### src/sv/lzo_pkg.sv
`timescale 1ns / 1ps

package lzo_pkg;

  localparam int MAX_LAYERS = 16;
  localparam int ID_W       = 4;
  localparam int HGT_W      = 5;
  localparam int REQ_W      = 6;
  localparam int EXT_W      = 7;

  typedef logic [ID_W-1:0]         id_t;
  typedef logic signed [HGT_W-1:0] hgt_t;
  typedef logic signed [EXT_W-1:0] hext_t;

  typedef enum logic [1:0] {
    KIND_ALLOC = 2'd0,
    KIND_SET   = 2'd1,
    KIND_FREE  = 2'd2,
    KIND_NOP   = 2'd3
  } kind_t;

  typedef enum logic {
    ST_IDLE,
    ST_EXEC
  } state_t;

  typedef struct packed {
    logic  en;
    logic  shift_en;
    logic  shift_up;
    hext_t lo;
    hext_t hi;
    logic  place;
    hext_t place_pos;
    logic  tgt_wr;
    id_t   tgt_id;
    logic  tgt_used;
    hgt_t  tgt_height;
  } op_t;

  function automatic hext_t ext_hgt(input hgt_t h);
    ext_hgt = hext_t'(h);
  endfunction

endpackage

### src/sv/lzo_slot_cell.sv
`timescale 1ns / 1ps

module lzo_slot_cell import lzo_pkg::*; #(
  parameter id_t SLOT = '0
) (
  input  logic clk,
  input  logic rst,
  input  op_t  op,
  output logic used,
  output hgt_t height
);

  hext_t h_ext;
  logic  in_range;

  assign h_ext    = ext_hgt(height);
  assign in_range = (h_ext >= op.lo) && (h_ext <= op.hi);

  always_ff @(posedge clk) begin
    if (rst) begin
      used   <= 1'b0;
      height <= -5'sd1;
    end else if (op.en) begin
      if (op.tgt_wr && (op.tgt_id == SLOT)) begin
        used   <= op.tgt_used;
        height <= op.tgt_height;
      end else if (op.shift_en && used && in_range) begin
        if (op.shift_up) begin
          height <= height + 5'sd1;
        end else begin
          height <= height - 5'sd1;
        end
      end
    end
  end

endmodule

### src/sv/lzo_order_cell.sv
`timescale 1ns / 1ps

module lzo_order_cell import lzo_pkg::*; #(
  parameter int POS = 0
) (
  input  logic clk,
  input  op_t  op,
  input  id_t  below_id,
  input  id_t  above_id,
  output id_t  layer
);

  localparam hext_t POS_X = hext_t'(POS);

  always_ff @(posedge clk) begin
    if (op.en) begin
      if (op.place && (op.place_pos == POS_X)) begin
        layer <= op.tgt_id;
      end else if (op.shift_en && op.shift_up &&
                   (POS_X >= op.lo + 7'sd1) && (POS_X <= op.hi + 7'sd1)) begin
        layer <= below_id;
      end else if (op.shift_en && !op.shift_up &&
                   (POS_X >= op.lo - 7'sd1) && (POS_X <= op.hi - 7'sd1)) begin
        layer <= above_id;
      end
    end
  end

endmodule

### src/sv/layer_z_order_manager_top.sv
`timescale 1ns / 1ps

// Keeps sixteen layer slots and the bottom-to-top order of the visible ones. Each
// command is taken as one transfer on the slave side and returns one transfer on
// the master side; a command is captured in the idle state and executed in the
// exec state, in which the affected part of the order row shifts by one place in
// parallel while the affected slots renumber themselves. The exec state is held
// while an earlier result waits to be taken. Allocation reports failure when every
// slot is in use, and a height request is clamped to the current stack.

module layer_z_order_manager_top import lzo_pkg::*; (
  input  logic        clk,
  input  logic        rst,
  input  logic        s_tvalid,
  output logic        s_tready,
  input  logic [15:0] s_tdata,   // layer_id[3:0], new_height[9:4], zero fill
  input  logic [1:0]  s_tuser,   // kind[1:0]
  output logic        m_tvalid,
  input  logic        m_tready,
  output logic [15:0] m_tdata    // ok[0], result_layer[4:1], final_height[9:5],
                                 // top_index[14:10], zero fill
);

  state_t state, state_next;

  kind_t             kind;
  id_t               layer_id;
  logic [REQ_W-1:0]  new_height;
  hgt_t              top_height, top_height_next;

  logic [MAX_LAYERS-1:0] used;
  hgt_t                  heights [MAX_LAYERS];
  id_t                   order   [MAX_LAYERS];

  op_t   op;
  logic  fire;
  logic  ok;
  id_t   res;
  hgt_t  fh;
  hext_t old_h, top_x, lim, req_x, rc;
  logic  any_free;
  id_t   free_id;

  always_comb begin
    any_free = 1'b0;
    free_id  = '0;
    for (int i = MAX_LAYERS - 1; i >= 0; i--) begin
      if (!used[i]) begin
        any_free = 1'b1;
        free_id  = id_t'(i);
      end
    end
  end

  always_ff @(posedge clk) begin
    if (rst) begin
      state <= ST_IDLE;
    end else begin
      state <= state_next;
    end
  end

  always_ff @(posedge clk) begin
    if (s_tvalid && s_tready) begin
      kind       <= kind_t'(s_tuser);
      layer_id   <= s_tdata[3:0];
      new_height <= s_tdata[9:4];
    end
  end

  always_comb begin
    old_h = ext_hgt(heights[layer_id]);
    top_x = ext_hgt(top_height);
    req_x = hext_t'($signed(new_height));
    lim   = (old_h >= 7'sd0) ? top_x : top_x + 7'sd1;
    rc    = req_x;
    if (rc > lim) begin
      rc = lim;
    end
    if (rc < -7'sd1) begin
      rc = -7'sd1;
    end
  end

  always_comb begin
    state_next      = state;
    s_tready        = (state == ST_IDLE);
    fire            = (state == ST_EXEC) && (!m_tvalid || m_tready);
    top_height_next = top_height;
    ok              = 1'b1;
    res             = '0;
    fh              = -5'sd1;
    op              = '0;
    op.tgt_id       = layer_id;
    op.place_pos    = rc;
    op.tgt_height   = -5'sd1;

    unique case (state)
      ST_IDLE: begin
        if (s_tvalid) begin
          state_next = ST_EXEC;
        end
      end
      ST_EXEC: begin
        if (fire) begin
          state_next = ST_IDLE;
        end
      end
      default: begin
        state_next = ST_IDLE;
      end
    endcase

    case (kind)
      KIND_ALLOC: begin
        if (any_free) begin
          res         = free_id;
          op.tgt_wr   = 1'b1;
          op.tgt_id   = free_id;
          op.tgt_used = 1'b1;
        end else begin
          ok = 1'b0;
        end
      end
      KIND_SET: begin
        res = layer_id;
        if (!used[layer_id]) begin
          ok = 1'b0;
        end else begin
          fh            = hgt_t'(rc);
          op.tgt_wr     = 1'b1;
          op.tgt_used   = 1'b1;
          op.tgt_height = hgt_t'(rc);
          if (old_h > rc) begin
            op.shift_en = 1'b1;
            if (rc >= 7'sd0) begin
              op.shift_up = 1'b1;
              op.lo       = rc;
              op.hi       = old_h - 7'sd1;
              op.place    = 1'b1;
            end else begin
              op.lo           = old_h + 7'sd1;
              op.hi           = top_x;
              top_height_next = top_height - 5'sd1;
            end
          end else if (old_h < rc) begin
            op.shift_en = 1'b1;
            op.place    = 1'b1;
            if (old_h >= 7'sd0) begin
              op.lo = old_h + 7'sd1;
              op.hi = rc;
            end else begin
              op.shift_up     = 1'b1;
              op.lo           = rc;
              op.hi           = top_x;
              top_height_next = top_height + 5'sd1;
            end
          end
        end
      end
      KIND_FREE: begin
        res         = layer_id;
        op.tgt_wr   = 1'b1;
        op.tgt_used = 1'b0;
        if (old_h >= 7'sd0) begin
          op.shift_en     = 1'b1;
          op.lo           = old_h + 7'sd1;
          op.hi           = top_x;
          top_height_next = top_height - 5'sd1;
        end
      end
      default: begin
      end
    endcase

    op.en = fire;
  end

  always_ff @(posedge clk) begin
    if (rst) begin
      top_height <= -5'sd1;
      m_tvalid   <= 1'b0;
    end else begin
      if (fire) begin
        top_height <= top_height_next;
        m_tvalid   <= 1'b1;
      end else if (m_tready) begin
        m_tvalid <= 1'b0;
      end
    end
  end

  always_ff @(posedge clk) begin
    if (fire) begin
      m_tdata <= {1'b0, top_height_next, fh, res, ok};
    end
  end

  for (genvar g = 0; g < MAX_LAYERS; g++) begin : g_cells
    id_t below_id, above_id;

    if (g == 0) begin : g_bottom
      assign below_id = '0;
    end else begin : g_below
      assign below_id = order[g-1];
    end

    if (g == MAX_LAYERS - 1) begin : g_top
      assign above_id = '0;
    end else begin : g_above
      assign above_id = order[g+1];
    end

    lzo_slot_cell #(
      .SLOT (id_t'(g))
    ) u_slot (
      .clk    (clk),
      .rst    (rst),
      .op     (op),
      .used   (used[g]),
      .height (heights[g])
    );

    lzo_order_cell #(
      .POS (g)
    ) u_order (
      .clk      (clk),
      .op       (op),
      .below_id (below_id),
      .above_id (above_id),
      .layer    (order[g])
    );
  end

endmodule
### config.mk
export PLATFORM = sky130hd
export DESIGN_NAME = layer_z_order_manager_top
export DESIGN_NICKNAME = d
export VERILOG_FILES = /design/src/sv/lzo_pkg.sv /design/src/sv/lzo_slot_cell.sv /design/src/sv/lzo_order_cell.sv /design/src/sv/layer_z_order_manager_top.sv
export SDC_FILE = /design/constraint.sdc
export NUM_CORES = 1
export LEC_CHECK = 0
export ABC_AREA = 1
export BUFFER_PORTS_ARGS = -buffer_cell sky130_fd_sc_hd__buf_2
export CAP_MARGIN = 10
export CORE_ASPECT_RATIO = 0.6
export CORE_MARGIN = 2
export CORE_UTILIZATION = 60
export CTS_CLUSTER_SIZE = 12
export DETAILED_ROUTE_END_ITERATION = 12
export PLACE_DENSITY = 0.77
export SYNTH_ARGS = -nofsm -noshare
export SYNTH_HDL_FRONTEND = slang
export SYNTH_SLANG_ARGS = --single-unit
export TNS_END_PERCENT = 100
### constraint.sdc
create_clock -name clk -period 8.65 [get_ports clk]
set_clock_uncertainty 0.2 [all_clocks]
set_input_delay 0.865 -clock clk [delete_from_list [all_inputs] [get_ports clk]]
set_output_delay 0.865 -clock clk [all_outputs]
set_load 0.02 [all_outputs]
==> impl_results.md <==
* Run status: finished clean
* Power per standard cell area at roughly 160 mW/mm²
* Top_reg_cell synth: dfxtp_1
* Initial Util at 60.9%
* Seq pwr share at about a quarter
* Largest net degree at the start of global routing at between 70 and 80
* Area share of the largest cell type after synthesis at 21.6%
* Worst Setup Path Type: reg -> reg
* CTS tree: built
* Final #Nets at 2504
* Total routed wirelength at 54100 µm
* Clock-pin slew on the worst setup and hold paths at approximately 0.060 ns
* Clk sinks at 130
* Sw frac at between 40% and 50%
* # rows at 45
* Maximum vdd drop at about 130 µV
* 1st-pass router iterations at 6
* Antenna violations before repair at 0
* Synth Register Bits at 130
* Synthesis warning total at 0
* Worst Setup End Kind: flip-flop
* Worst-margin pin slew at between 1 and 1.5 ns
* Share of cells above drive strength 1 at around a tenth
* Yosys top cell by area: ha_1
* CP top delay family: simple AND/OR/NAND/NOR gates
* DR iter-0 viols at 2179
* CP Data Arrival Time at 8.44 ns
* Yosys cell types at between 50 and 60
* Synth cell count leaders: nand2_1 (469), nand3_1 (316), ha_1 (265)
* Minimum clock period at 8.29 ns
* IO buf count at 32
* Setup TNS at 0 ns
* Setup violations, final at 0
* Die X at around 210 µm
* Number of buffers created by CTS at 17
* First-pass GRT wire length at 83200 µm
* Max frequency at around 120 MHz
* Die area at between 0.02 and 0.03 mm²
* I/O Pins at 40
* DR vias/cell at approximately 6.4
* Synthesized instance count at 2148
* Worst path max stage delay at 0.52 ns
* Core Region at between 0.02 and 0.03 mm²
* Antenna violation net count after detailed routing at 0
* CP max-delay cell: edfxtp_1
* Post-Syn Nets at roughly 2.5k
* Fin crit share at ~96%
* # DRC at 0
* Gate power share at between 40% and 50%
* H-tree depth at 4
* Number of fill cells at approximately 2.2k
* RSZ-0062 raised after global routing: no
* Final Hold Viols at 0
* Startpoint Class: flip-flop
* Die Span Y at between 100 and 150 µm
* Most numerous cell in the Yosys netlist: nand2_1
* Clock root buffer: clkbuf_16
* Sequential fraction of the synthesis area at roughly a fifth
* Sw Pwr at between 1 and 1.5 mW
* Critical Path Fanout Max at 53
* Pleak at ~8 nW
* Clk buf depth at 2
* Routed length per instance at around 21 µm
* Antenna cells at 0
* Internal power at 1.52 mW
* Slew headroom at ~17%
* Gr usage total at around 40%
* Dpl hpwl at 38800 µm
* Avg Inst Size Synth at 7.15 µm²
* CP bufs+invs at 10
* GPL Wtd Cong at about 1.0
* Max-cap viol count at 0
* Area Overhead vs Synth at 9.62%
* Clock share of power at 29.5%
* Min-Delay Path Class: reg -> reg
* Worst-Skew Late Latency at 0.47 ns
* Tot Pwr at ~2.7 mW
* Number of global-route vias before repair at 14.8k
* GRT Residual Overflow at 0
* EDFF count, synth at 27
* Fraction of registers with async set or reset after synthesis at 0%
* Syn Std Cell Area at approximately 0.015 mm²
* Final Max Slew Viols at 0
* Vias post-DR at roughly 16k
* Cell mode on critical path: ha_1
* Synth top area cells: ha_1 (22%), dfxtp_1 (13%), nand2_1 (11%)
* Critical Path RT at roughly 8.8 ns
==> worst register-to-register path, delay by kind of cell, from the launching register on <==
kind / cells / cell delay, ns
AND/OR/NAND/NOR: 20 / 2.45
AO/OA/AOI/OAI: 12 / 2.03
adder cells (fa/ha/maj): 5 / 1.57
buffers and inverters: 10 / 1.41
flip-flops: 1 / 0.52
==> layout make-up <==
cell class | instances | area (µm²) | area share (%)
timing repair buffer | 89 | 692 | 4.11
multi-input combinational | 1749 | 11400 | 67.9
inverter | 214 | 821 | 4.87
clock inverter | 9 | 128 | 0.758
tap | 329 | 412 | 2.44
sequential | 130 | 2870 | 17.1
clock buffer | 23 | 489 | 2.90
==> layout by cell type (no fill, tap or decap), types with 15 or more instances in the layout <==
master	instances
nand2_1	467
nor2_1	76
xor2_1	46
a21oi_1	137
o21ai_1	35
o211ai_1	23
a21boi_0	25
dfxtp_1	103
buf_2	32
inv_2	17
nand4_1	15
o21ai_0	145
nand3_1	314
edfxtp_1	27
buf_4	48
clkbuf_16	18
fa_1	16
ha_1	264
o21a_1	18
nand2_2	16
inv_1	184
==> sequential cells by signal, summed over array words and instances, names as in the netlist <==
register and count:
new_height 6, g_cells.u_slot.height 80, state 1, m_tdata 15, layer_id 4, m_tvalid 1
kind 2, g_cells.u_slot.used 16, top_height 5
==> metal layers <==
layer | up-vias | routed length [µm] | track usage (%)
li1 | 7610 | - | -
met1 | 7480 | 23400 | 57.8
met2 | 1045 | 21500 | 56.1
met3 | 170 | 7260 | 11.6
met4 | 0 | 2020 | 16.4
met5 | - | 0 | 0
==> repair_timing <==
| action | CTS | global route |
|---|---|---|
| hold buffers | 0 | 0 |
| setup endpoints to repair | 0 | 80 |
| resized for setup | 0 | 17 |
| buffers inserted | 0 | 8 |
| hold endpoints to repair | 0 | 0 |
==> cells by family (layout without fill, tap and decap cells) <==
group / after synthesis / after routing / share of synthesized area (%)
other cells: 1 / 1 / 0.0244
compound gates: 446 / 446 / 17.0
fa+ha+maj: 281 / 281 / 23.7
xor+xnor: 57 / 57 / 3.25
buf+inv: 269 / 335 / 7.30
flops: 130 / 130 / 18.7
simple gates: 964 / 964 / 30.1
==> stage by stage <==
step	cells	setup slack, ns	area (µm²)	utilization, %	hold slack (ns)
after detailed placement	2503	0.191	16100	63.9	0.280
after global placement	2503	0.359	16100	63.9	0.272
after CTS	2535	0.119	16700	66.3	0.289
after floorplan	2148	0.899	15400	-	0.262
after global routing	2543	0.00338	16800	66.8	0.321
final	2543	0.356	16800	66.8	0.285
==> worst paths after layout <==
kind / startpoint / to / slack (ns) / depth (start not counted)
max reg2reg: layer_id[0] / g_cells[13].u_slot.height[4] / 0.36 / 47
max: layer_id[0] / g_cells[13].u_slot.height[4] / 0.36 / 47
min reg2reg: m_tvalid / m_tvalid / 0.28 / 2
min: m_tvalid / m_tvalid / 0.28 / 2
==> power by group through the flow <==
stage               clock [mW]  combinational [mW]  sequential, mW
floorplan                    0               0.824           0.667
global placement             0                1.14           0.671
detailed placement           0                1.19           0.671
CTS                      0.802                1.20           0.658
global route             0.826                1.36           0.660
finish                   0.803                1.26           0.660
No activity file was read; power rests on OpenSTA's default activity.
